--- src/sv/ntsc_pkg.sv ---
`default_nettype none
package ntsc_pkg;

   localparam int IDX_W  = 6;
   localparam int FVAL_W = 12;
   localparam int CHAR_W = 8;
   localparam int DIST_W = 18;
   localparam int CFG_W  = 7;

   localparam logic [DIST_W-1:0] DIST_MAX = '1;
   localparam logic [CFG_W-1:0] CFG_RESET = 7'd64;

   localparam logic REQ_LOAD  = 1'b0;
   localparam logic REQ_QUERY = 1'b1;

   typedef struct packed {
      logic              is_query;
      logic [IDX_W-1:0]  tmpl;
      logic [IDX_W-1:0]  feat;
      logic              feat_ok;
      logic [FVAL_W-1:0] value;
      logic [CHAR_W-1:0] code;
      logic              last;
   } ntsc_cmd_type;

   typedef struct packed {
      logic full;
      logic empty;
   } ntsc_q_stat_type;

   typedef struct packed {
      logic busy;
      logic emit;
   } ntsc_bk_stat_type;

endpackage
`default_nettype wire

--- src/sv/ntsc_queue.sv ---
`default_nettype none
module ntsc_queue (
   input  logic                      clock,
   input  logic                      reset,
   input  logic                      push,
   input  ntsc_pkg::ntsc_cmd_type    push_cmd,
   input  logic                      pop,
   output ntsc_pkg::ntsc_cmd_type    head_cmd,
   output ntsc_pkg::ntsc_q_stat_type q_stat
);
   import ntsc_pkg::*;

   ntsc_cmd_type slot_ff [2];
   logic       wr_ptr_ff, wr_ptr_in;
   logic       rd_ptr_ff, rd_ptr_in;
   logic [1:0] count_ff, count_in;

   always_comb begin
      wr_ptr_in = push ? !wr_ptr_ff : wr_ptr_ff;
      rd_ptr_in = pop ? !rd_ptr_ff : rd_ptr_ff;
      count_in  = count_ff;
      if (push && !pop) begin
         count_in = count_ff + 2'd1;
      end else if (pop && !push) begin
         count_in = count_ff - 2'd1;
      end
   end

   always_ff @(posedge clock) begin
      if (reset) begin
         wr_ptr_ff <= 1'b0;
         rd_ptr_ff <= 1'b0;
         count_ff  <= 2'd0;
      end else begin
         wr_ptr_ff <= wr_ptr_in;
         rd_ptr_ff <= rd_ptr_in;
         count_ff  <= count_in;
      end
   end

   always_ff @(posedge clock) begin
      if (push) begin
         slot_ff[wr_ptr_ff] <= push_cmd;
      end
   end

   assign head_cmd     = slot_ff[rd_ptr_ff];
   assign q_stat.full  = (count_ff == 2'd2);
   assign q_stat.empty = (count_ff == 2'd0);

endmodule
`default_nettype wire

--- config.mk ---
export PLATFORM = sky130hd
export DESIGN_NAME = ntsc_queue
export DESIGN_NICKNAME = d
export VERILOG_FILES = /design/src/sv/ntsc_pkg.sv /design/src/sv/ntsc_queue.sv
export SDC_FILE = /design/constraint.sdc
export NUM_CORES = 1
export LEC_CHECK = 0
export ABC_AREA = 1
export BUFFER_PORTS_ARGS = -buffer_cell sky130_fd_sc_hd__buf_2
export CAP_MARGIN = 25
export CELL_PAD_IN_SITES_DETAIL_PLACEMENT = 1
export CELL_PAD_IN_SITES_GLOBAL_PLACEMENT = 2
export CORE_ASPECT_RATIO = 1.75
export CORE_MARGIN = 2
export CORE_UTILIZATION = 38
export CTS_CLUSTER_DIAMETER = 120
export DETAILED_ROUTE_END_ITERATION = 7
export GPL_TIMING_DRIVEN = 0
export PLACE_DENSITY_LB_ADDON = 0.25
export RECOVER_POWER = 50
export SLEW_MARGIN = 20
export SYNTH_ARGS = -nofsm -noshare
export SYNTH_HDL_FRONTEND = slang
export SYNTH_SLANG_ARGS = --single-unit
--- constraint.sdc ---
create_clock -name clock -period 2.9 [get_ports clock]
set_clock_uncertainty 0.15 [all_clocks]
set_input_delay 0.435 -clock clock [delete_from_list [all_inputs] [get_ports clock]]
set_output_delay 0.435 -clock clock [all_outputs]
set_load 0.005 [all_outputs]
# After elaboration in Yosys (flattened, before gate mapping)
# Memory sizes are Yosys's and may differ from the RTL's. A register that Yosys moved wholly into a read port is not among the register bits.
# Cells that the tools add are included.
[totals]
ff_bits = 4
out_inout_bits = 37
memories = 1
mem_bits_rw = 70
elab_cells = 21
[memory_table]
columns = ["memory", "words", "word_bits", "read_ports", "rd_ports_with_merged_regs", "write_ports", "line_no", "source"]
rows = [
  ["slot_ff", 2, 35, 1, 1, 1, "ntsc_queue.sv:13", "ntsc_cmd_type slot_ff [2];"],
]
[classes]
add_sub_neg = 2
n_eq_ne = 1
n_reduce_logical = 8
muxes = 6
[ops]
columns = ["op", "count"]
rows = [
  ["zero test 1 bit", 4],
  ["2-to-1 mux 1 bit", 4],
  ["2-to-1 mux 2 bit", 2],
  ["adder 2 x 1 -> 2 bit, second input constant", 1],
  ["== test 2 bit, second input constant", 1],
  ["logical AND 1 bit", 2],
  ["zero test 2 bit", 1],
  ["nonzero test 2 bit", 1],
  ["subtractor 2 x 1 -> 2 bit, second input constant", 1],
]

# Longest topological paths before layout
# Gate-level depths: netlist (run 1).
[logic_depth]
word_depth = 4
depth_mapped = 8
mapped_depth_nobuf = 8

# Worst setup path before layout (run 1)
# No wires, ideal clock.
[synth_timing]
kind = "input port to flip-flop"
from = "in push"
to = "mem slot_ff[0][0] (netlist bit), enable pin"
arrival_time_ns = 1.949
path_stages = 2
n_path_buf = 0
path_slack_ns = 0.373
setup_time_ns = 0.428
path_cell_list = "inv_1 > nor2_1"
[synth_via]
elab_chain_cells = 2
[synth_rtl]
columns = ["item", "line_no", "source"]
rows = [
  ["start: declaration", "ntsc_queue.sv:5", "input logic push,"],
  ["2-to-1 mux 1 bit", "ntsc_queue.sv:42", "if (push) begin"],
  ["2-to-1 mux 1 bit (not written as such)", "ntsc_queue.sv:43", "slot_ff[wr_ptr_ff] <= push_cmd;"],
  ["end: declaration", "ntsc_queue.sv:13", ""],
]
# Every way passes these cells.

# Worst setup path after layout (run 1)
[layout_timing]
from = "reg wr_ptr_ff"
to = "mem slot_ff[0][5] (netlist bit), enable pin"
[layout_rtl]
columns = ["item", "line_no", "source"]
rows = [
  ["start: declaration", "ntsc_queue.sv:14", "logic wr_ptr_ff, wr_ptr_in;"],
  ["start signal: assignment", "ntsc_queue.sv:35", "wr_ptr_ff <= wr_ptr_in;"],
]
# Straight into the memory's write port.

==> summary.txt, run 1 <==
CTS
  – TritonCTS clock tree: yes
  – Post-CTS setup buffers: 0
  – Worst-skew pair later-pin latency: between 300 and 400 ps
  – Post-cts resize count: 0
  – Worst-path clk slew: 50 ps
  – CTS Hold Bufs: 0
  – H-tree Lvls: 3
  – TritonCTS Buffers: 9
  – Clk root buf: clkbuf_16
  – CTS Buffer Depth: 2
  – Total clock sinks: 75

Die
  – Core area: 0.00751 mm2
  – Die Height: 120 um
  – Ports: 76
  – Initial Utilization: around two fifths
  – Die ar.: 0.00839 mm2
  – # rows: 42
  – Die X: 70.1 um

Min path
  – Hold crit path type: input pin to flip-flop

Logic synthesis
  – Syn_area_per_cell: 20.5 um2
  – Mapped Area: between 0.002 and 0.003 mm2
  – Netlist cell types: 16
  – Synth warnings: 0
  – Synth Net Count: between 150 and 200
  – Synth Register Bits: 75
  – Synthesized instance count: 142
  – Register area share after synthesis: 75.8%

Worst setup path
  – CP Class: flip-flop to flip-flop
  – Arrival @ worst endpoint: 2000 ps
  – CP endpoint kind: flip-flop
  – Startpoint types: flip-flop
  – Highest fanout seen on the critical path: 21
  – CP required: 2780 ps

Place
  – Port bufs: 75
  – Post-DP HPWL: 3.59 mm
  – Area after DPL: 0.00345 mm2
  – Dpl cells: 307
  – RD Place Congestion: 0.631

Drt
  – Max Used Layer: met4
  – Via count of the routed design: roughly 1.5k
  – Post-route DRC: 0
  – Iteration-0 DRC count of the detailed router: 69
  – Final wirelength: 5.02 mm
  – Met3 wire length: 263 um
  – Pre-antenna DRT Iters: 4
  – Metal-1 WL: 1.74 mm
  – Met2 wire length: 2.88 mm
  – Via/cell ratio: about 4.6
  – Avg WL per Cell: 15.5 um
  – Antenna Nets Post-Route: 0

GRT
  – Initial antenna violation count: 0
  – Vias in the first global route: 1600
  – Global Route Usage Sum: 13.3%
  – First-pass GRT wire length: around 8.0 mm
  – Remaining Overflow, GRT: 0
  – Largest net degree at the start of global routing: 22

Cells and area
  – Most frequent cells in the layout: edfxtp_1, buf_2, mux2_4, clkbuf_1
  – Design area: 0.00371 mm2
  – Layout area overhead: 27.8%
  – Antenna fix cells: 0
  – Commonest non-fill, non-tap cell in the layout: edfxtp_1
  – Area of the multi-input gates: 599 um2
  – Fill cell count: ~760
  – Final Non-Filler Cells: 323
  – Fraction of layout cells with a size suffix above 1: 46.4%
  – FF/Latch Area: 0.00220 mm2
  – Final core occ: 49.4%
  – Nets: 270

STA
  – Worst Tran Pin Value: 1430 ps
  – Unrepaired setup endpoints after global routing: no
  – FMAX: roughly 470 MHz
  – Fin. max-slew vios: 0
  – Final worst path period need: 2130 ps
  – Max_slew headroom: 4.22%
  – Finish-stage setup viols: 0
  – Fin. Hold Viols: 0
  – Fin crit share: 73.3%
  – Min Hold Slack: 144 ps

Power
  – Worst vdd ir: 0.487 mV
  – Cell Pwr Density: about 700 mW/mm2
  – Leak: ~0.0015 uW

Run
  – Max_cap viols: 0

Status
  – Outcome: completed
## through the flow
stage                     setup TNS [ps]  setup WS (ps)  power (uW)
after global placement            -23300           -668        1570
after CTS                              0            874        2650
after floorplan                        0            373        1460
after detailed placement               0           1140        1590
final                                  0            775        2610
after global routing                   0            592        2710
## cell families after synthesis
logic type / Yosys count / share of synthesized area, %
xor+xnor: 1 / 0.301
compound gates: 2 / 0.344
flops: 75 / 75.8
buf+inv: 13 / 3.62
fa+ha+maj: 1 / 0.430
simple gates: 15 / 2.11
mux: 35 / 17.4
## cell usage after synthesis
cell type  number  area (um2)
a21oi_1         1        5.00
buf_12          3        60.1
buf_6           1        11.3
dfxtp_1         5         100
edfxtp_1       70        2100
ha_1            1        12.5
inv_1           9        33.8
mux2_2          5        56.3
mux2_4         30         450
nand2_1         5        18.8
nand3_1         1        5.00
nand4_1         1        6.26
nor2_1          7        26.3
nor3_1          1        5.00
o21ai_0         1        5.00
xnor2_1         1        8.76
## critical path, stage by stage (launching register included)
cell	delay [ps]
dfxtp_1	330
nor2_1	1070
buf_16	260
## state kept, by name, indices dropped and copies added, names as in the netlist, named ones only
name and flops:
slot_ff 70, count_ff 2, rd_ptr_ff 1, wr_ptr_ff 1
## power by group
part           switching [uW]  internal, uW
Combinational             121           161
Clock                     391           668
Sequential               16.7          1250
Total                     528          2080
## cell type report
class / count / area share (%)
Inverter: 9 / 0.910
Timing Repair Buffer: 77 / 10.9
Clock buffer: 14 / 7.65
Buffer: 4 / 1.92
Multi-Input combinational cell: 54 / 16.1
Tap cell: 88 / 2.96
Sequential cell: 75 / 59.3
Clock inverter: 2 / 0.236
## worst paths after layout
| kind | to | startpoint | slack [ps] | cells past startpoint |
|---|---|---|---|---|
| worst max-delay path | slot_ff[0][5]$_DFFE_PP_ | wr_ptr_ff$_SDFFE_PP0P_ | 770 | 2 |
| worst max register to register | slot_ff[0][5]$_DFFE_PP_ | wr_ptr_ff$_SDFFE_PP0P_ | 770 | 2 |
| worst min-delay path | slot_ff[0][20]$_DFFE_PP_ | push_cmd[20] | 140 | 1 |
| worst min register to register | flip-flop | rd_ptr_ff$_SDFFE_PP0P_ | 370 | 2 |
## layer usage
layer | up-vias | track usage (%)
met1 | 711 | 13.3
met5 | - | 0
met4 | 0 | 6.85
met2 | 48 | 23.5
li1 | 712 | -
met3 | 10 | 4.95
Note: power is estimated with default switching activity, not from simulation.
==> inputs of run 2 (changes only) <==
--- a/config.mk
+++ b/config.mk
@@ -12,7 +12,7 @@
 export CELL_PAD_IN_SITES_GLOBAL_PLACEMENT = 2
 export CORE_ASPECT_RATIO = 1.75
 export CORE_MARGIN = 2
-export CORE_UTILIZATION = 38
+export CORE_UTILIZATION = 34
 export CTS_CLUSTER_DIAMETER = 120
 export DETAILED_ROUTE_END_ITERATION = 7
 export GPL_TIMING_DRIVEN = 0
==> constraint.sdc (replaced) <==
create_clock -name clock -period 1.95 [get_ports clock]
set_clock_uncertainty 0.15 [all_clocks]
set_input_delay 0.2925 -clock clock [delete_from_list [all_inputs] [get_ports clock]]
set_output_delay 0.2925 -clock clock [all_outputs]
set_load 0.005 [all_outputs]
==> summary.txt, run 2 (synthesis gave the netlist of run 1 again) <==
Place
  – Post-DP HPWL: 3.53 mm (was 3.59 mm)
  – RD Place Congestion: 0.669 (was 0.631)
  – Port bufs: 75 (unchanged)
  – Area after DPL: 0.00347 mm2 (was 0.00345 mm2)

Cells and area
  – Largest register FFs: 70 (unchanged)
  – Design area: 0.00398 mm2 (was 0.00371 mm2)
  – Commonest non-fill, non-tap cell in the layout: edfxtp_1 (unchanged)
  – Fraction of layout cells with a size suffix above 1: 41.0% (was 46.4%)
  – Antenna fix cells: 0 (unchanged)
  – Layout area overhead: 37.0% (was 27.8%)
  – Most frequent cells in the layout: edfxtp_1, buf_2, mux2_4, dlygate4sd3_1, clkbuf_1 (was edfxtp_1, buf_2, mux2_4, clkbuf_1)
  – Biggest regs: slot_ff: 70 flops, count_ff: 2 flops (unchanged)
  – Register with the most flip-flops: slot_ff (unchanged)
  – Nets: 296 (was 270)

STA
  – Finish-stage setup viols: 0 (unchanged)
  – Worst Tran Pin Value: 785 ps (was 1430 ps)
  – Unrepaired setup endpoints after global routing: no (unchanged)
  – FMAX: 540 MHz
  – Final worst path period need: 1850 ps
  – Setup TNS: 0 ps (unchanged)
  – Fin. max-slew vios: 0 (unchanged)
  – Fin crit share: a little over nine tenths
  – Max_slew headroom: 47.6% (was 4.22%)
  – Fin. Hold Viols: 0 (unchanged)

Worst setup path
  – Max stage delay on crit path: 320 ps (was 1070 ps)
  – CP Class: flip-flop to output pin (was flip-flop to flip-flop)
  – CP Cell Sequence: buf_6, buf_12, mux2_4, buf_2 (was nor2_1, buf_16)
  – Startpoint types: flip-flop (unchanged)
  – Highest fanout seen on the critical path: 10 (was 21)
  – Slowest cell on crit path: dfxtp_1 (was nor2_1)
  – Arrival @ worst endpoint: 1410 ps (was 2000 ps)
  – CP endpoint kind: output pin (was flip-flop)
  – CP required: 1510 ps (was 2780 ps)

Die
  – Die X: 73.9 um (was 70.1 um)
  – Ports: 76 (unchanged)
  – Core area: 0.00831 mm2 (was 0.00751 mm2)
  – Initial Utilization: 35.0% (was 38.7%)
  – Die ar.: 0.00933 mm2 (was 0.00839 mm2)
  – Die Height: 126 um (was 120 um)
  – # rows: 44 (was 42)

Drt
  – Final wirelength: 5.16 mm (was 5.02 mm)
  – Iteration-0 DRC count of the detailed router: 39 (was 69)
  – Via count of the routed design: 1598 (was 1481)
  – Avg WL per Cell: 13.7 um (was 15.5 um)
  – Pre-antenna DRT Iters: 4 (unchanged)
  – Post-route DRC: 0 (unchanged)
  – Via/cell ratio: 4.25 (was 4.59)
  – Antenna Nets Post-Route: 0 (unchanged)

CTS
  – TritonCTS clock tree: yes (unchanged)
  – Post-CTS setup buffers: 0 (unchanged)
  – Clk root buf: clkbuf_16 (unchanged)
  – CTS Hold Bufs: 26 (was 0)
  – Worst-path clk slew: 50 ps (about the same)
  – Post-cts resize count: 0 (unchanged)
  – CTS Buffer Depth: 2 (unchanged)
  – H-tree Lvls: 3 (unchanged)
  – Worst-skew pair later-pin latency: 320 ps (was 330 ps)
  – Total clock sinks: 75 (unchanged)
  – TritonCTS Buffers: 9 (unchanged)

GRT
  – Largest net degree at the start of global routing: 24 (was 22)
  – First-pass GRT wire length: 8.16 mm (was 8.05 mm)
  – Initial antenna violation count: 0 (unchanged)
  – Vias in the first global route: 1666 (was 1600)
  – Global Route Usage Sum: 12.2% (was 13.3%)
  – Remaining Overflow, GRT: 0 (unchanged)

Min path
  – Hold crit path type: input pin to flip-flop (unchanged)

Run
  – Max_cap viols: 0 (unchanged)

Status
  – Outcome: completed (unchanged)

Power
  – Leak: 0.00156 uW (was 0.00147 uW)
  – Worst vdd ir: 0.629 mV (was 0.487 mV)
  – Cell Pwr Density: 974 mW/mm2 (was 703 mW/mm2)
run 2: cell types whose count changed in the layout (fill, tap and decap cells not counted), sizes merged:
cell / previous run / this run
clkbuf: 35 / 36
dlygate4sd3: 0 / 26
clkinv: 2 / 3
bufinv: 0 / 1
buf: 60 / 57
run 2: layout make-up:
type                       instances  area, um2
sequential                        75       2200
tap                              115        144
clock buffer                      12        236
multi-input combinational         54        602
timing repair buffer             103        651
clock inverter                     4       41.3
inverter                           9       33.8
buffer                             4       71.3
fill                             826       4330
run 2: per-stage QoR:
stage	power, uW	hold WS [ps]	utilization [%]	instances	setup WS [ps]
after global routing	4050	26.7	47.9	376	19.5
after CTS	3960	0.0545	48.3	376	59.6
after global placement	2330	330	41.2	332	-578
after floorplan	2170	215	-	142	144
final	3880	21.8	47.9	376	97.8
after detailed placement	2360	334	41.8	334	346
run 2: critical path: cells and delay by family, from the launching register on:
family	cells	cell delay (ps)
buf+inv	3	460
flops	1	320
mux	1	310
run 2: layer usage:
metal / share of wire, % / wire (um) / track usage (%)
met3: 4.2 / 215 / 4.85
met4: 2.2 / 113 / 5.45
met5: 0 / 0 / 0
met2: 57 / 2920 / 21.2
met1: 37 / 1900 / 12.6
run 2: where the power goes:
group          total (uW)  switching (uW)  internal, uW  leakage (uW)
sequential           1880            24.0          1860      0.000699
combinational         458             188           270      0.000731
clock                1530             558           977      0.000133
run 2: path summary, 6_finish.rpt:
kind | from | end | slack (ps) | cells past startpoint
max | flip-flop | head_cmd[20] | 100 | 4
min | reset | flip-flop | 20 | 2
max reg2reg | wr_ptr_ff$_SDFFE_PP0P_ | slot_ff[0][12]$_DFFE_PP_ | 270 | 2
min reg2reg | rd_ptr_ff$_SDFFE_PP0P_ | flip-flop | 360 | 2
==> inputs of run 3 (changes only) <==
--- a/config.mk
+++ b/config.mk
@@ -16,6 +16,7 @@
 export CTS_CLUSTER_DIAMETER = 120
 export DETAILED_ROUTE_END_ITERATION = 7
 export GPL_TIMING_DRIVEN = 0
+export HOLD_SLACK_MARGIN = 0.12
 export PLACE_DENSITY_LB_ADDON = 0.25
 export RECOVER_POWER = 50
 export SLEW_MARGIN = 20
==> summary.txt, run 3 (synthesis gave the netlist of run 1 again) <==
Status
  – Outcome: completed (unchanged)

CTS
  – H-tree Lvls: 3 (unchanged)
  – CTS Buffer Depth: 2 (unchanged)
  – Worst-skew pair later-pin latency: 320 ps (about the same)
  – TritonCTS Buffers: 9 (unchanged)
  – Total clock sinks: 75 (unchanged)
  – TritonCTS clock tree: yes (unchanged)
  – Clk root buf: clkbuf_16 (unchanged)
  – Worst-path clk slew: 50 ps (about the same)

GRT
  – Global Route Usage Sum: 12.6% (was 12.2%)
  – First-pass GRT wire length: 8.43 mm (was 8.16 mm)
  – Initial antenna violation count: 0 (unchanged)
  – Remaining Overflow, GRT: 0 (unchanged)
  – Vias in the first global route: 1745 (was 1666)
  – Largest net degree at the start of global routing: 24 (unchanged)

Place
  – Port bufs: 75 (unchanged)
  – Post-DP HPWL: 3.53 mm (unchanged)
  – Area after DPL: 0.00347 mm2 (unchanged)
  – Dpl cells: 334 (unchanged)
  – RD Place Congestion: 0.669 (unchanged)

Cells and area
  – Fraction of layout cells with a size suffix above 1: 38.3% (was 41.0%)
  – Most frequent cells in the layout: edfxtp_1, buf_2, dlygate4sd3_1, mux2_4, clkbuf_1 (was edfxtp_1, buf_2, mux2_4, dlygate4sd3_1, clkbuf_1)
  – Area of the multi-input gates: 607 um2 (was 602 um2)
  – Commonest non-fill, non-tap cell in the layout: edfxtp_1 (unchanged)
  – Nets: 309 (was 296)
  – Register with the most flip-flops: slot_ff (unchanged)
  – Antenna fix cells: 0 (unchanged)
  – Design area: 0.00411 mm2 (was 0.00398 mm2)
  – Final core occ: 49.5% (was 47.9%)
  – Layout area overhead: 41.5% (was 37.0%)
  – Largest register FFs: 70 (unchanged)
  – Biggest regs: slot_ff: 70 flops, count_ff: 2 flops (unchanged)
  – Fill cell count: 831 (was 826)
  – Final Non-Filler Cells: 389 (was 376)
  – FF/Latch Area: 0.00220 mm2 (unchanged)

Drt
  – Post-route DRC: 0 (unchanged)
  – Via/cell ratio: 4.24 (was 4.25)
  – Antenna Nets Post-Route: 0 (unchanged)
  – Avg WL per Cell: 13.6 um (was 13.7 um)
  – Pre-antenna DRT Iters: 2 (was 4)
  – Via count of the routed design: 1648 (was 1598)
  – Iteration-0 DRC count of the detailed router: 38 (was 39)
  – Final wirelength: 5.30 mm (was 5.16 mm)

Die
  – Die X: 73.9 um (unchanged)
  – Die ar.: 0.00933 mm2 (unchanged)
  – Ports: 76 (unchanged)
  – # rows: 44 (unchanged)
  – Initial Utilization: 35.0% (unchanged)
  – Die Height: 126 um (unchanged)
  – Core area: 0.00831 mm2 (unchanged)

STA
  – Worst Tran Pin Value: 460 ps (was 785 ps)
  – Max_slew headroom: 69.3% (was 47.6%)
  – Fin. Hold Viols: 0 (unchanged)
  – Final worst path period need: 1850 ps (about the same)
  – Finish-stage setup viols: 0 (unchanged)
  – FMAX: 540 MHz (about the same)
  – Fin. max-slew vios: 0 (unchanged)
  – Unrepaired setup endpoints after global routing: no (unchanged)
  – Fin crit share: 95.0% (about the same)

Power
  – Cell Pwr Density: 948 mW/mm2 (was 974 mW/mm2)
  – Leak: 0.00161 uW (was 0.00156 uW)
  – Worst vdd ir: 0.630 mV (was 0.629 mV)

Min path
  – Hold crit path type: flip-flop to flip-flop (was input pin to flip-flop)
  – HP Start: rd_ptr_ff$_SDFFE_PP0P_ (was reset)

Worst setup path
  – Startpoint types: flip-flop (unchanged)
  – CP Class: flip-flop to output pin (unchanged)
  – Arrival @ worst endpoint: 1410 ps (about the same)
  – Highest fanout seen on the critical path: 10 (unchanged)
  – R2R Path Start: wr_ptr_ff$_SDFFE_PP0P_ (unchanged)
  – CP required: 1510 ps (about the same)
  – CP endpoint kind: output pin (unchanged)

Run
  – Max_cap viols: 0 (unchanged)
run 3: cell count changes in the layout (fill, tap and decap cells not counted):
cell | before | now
dlygate4sd3_1 | 26 | 39
clkbuf_1 | 23 | 26
buf_2 | 51 | 49
clkbuf_2 | 4 | 3
inv_1 | 9 | 8
inv_2 | 0 | 1
nor2_2 | 1 | 0
nor2_4 | 0 | 1
run 3: repair_timing:
action	4_1_cts	5_1_grt
hold buffers	39	0
hold endpoints to repair	74	0
setup buffers	0	0
resized for setup	0	0
setup endpoints to repair	0	0
run 3: final timing paths:
check	depth (start not counted)	slack (ps)	end
max	4	100	head_cmd[20]
min	2	380	rd_ptr_ff$_SDFFE_PP0P_
max reg2reg	3	500	slot_ff[1][24]$_DFFE_PP_
min reg2reg	2	380	rd_ptr_ff$_SDFFE_PP0P_
run 3: worst max-delay path: stages, from the launching register on:
cell	delay, ps
dfxtp_1	320
buf_6	170
buf_12	160
mux2_4	310
buf_2	130
run 3: final cells by class:
class,count,area share (%)
sequential,75,53.5
timing repair buffer,116,18.9
multi-input combinational,54,14.8
clock buffer,12,5.75
tap,115,3.50
buffer,4,1.73
clock inverter,4,1.00
inverter,9,0.821
run 3: layer usage:
layer	GRT usage, %	vias up	share of wire, %	wire length (um)
met1	12.7	805	37	1970
met2	22.2	47	57	3000
li1	-	789	-	-
met3	4.85	7	4.0	212
met4	5.45	0	2.2	115
met5	0	-	0	0
run 3: per-stage QoR:
| step | setup WS [ps] | setup TNS [ps] | power [uW] | hold WS, ps |
|---|---|---|---|---|
| 5_1_grt | 19.5 | 0 | 4080 | 428 |
| 4_1_cts | 59.6 | 0 | 3980 | 375 |
| 2_1_floorplan | 144 | 0 | 2170 | 215 |
| 3_5_place_dp | 346 | 0 | 2360 | 334 |
| 3_3_place_gp | -578 | -28400 | 2330 | 330 |
| 6_report | 96.6 | 0 | 3900 | 376 |
run 3: where the power goes:
| part | leakage [uW] | switching (uW) | internal [uW] |
|---|---|---|---|
| sequential | 0.000699 | 24.8 | 1860 |
| clock | 0.000133 | 554 | 977 |
| combinational | 0.000777 | 193 | 288 |
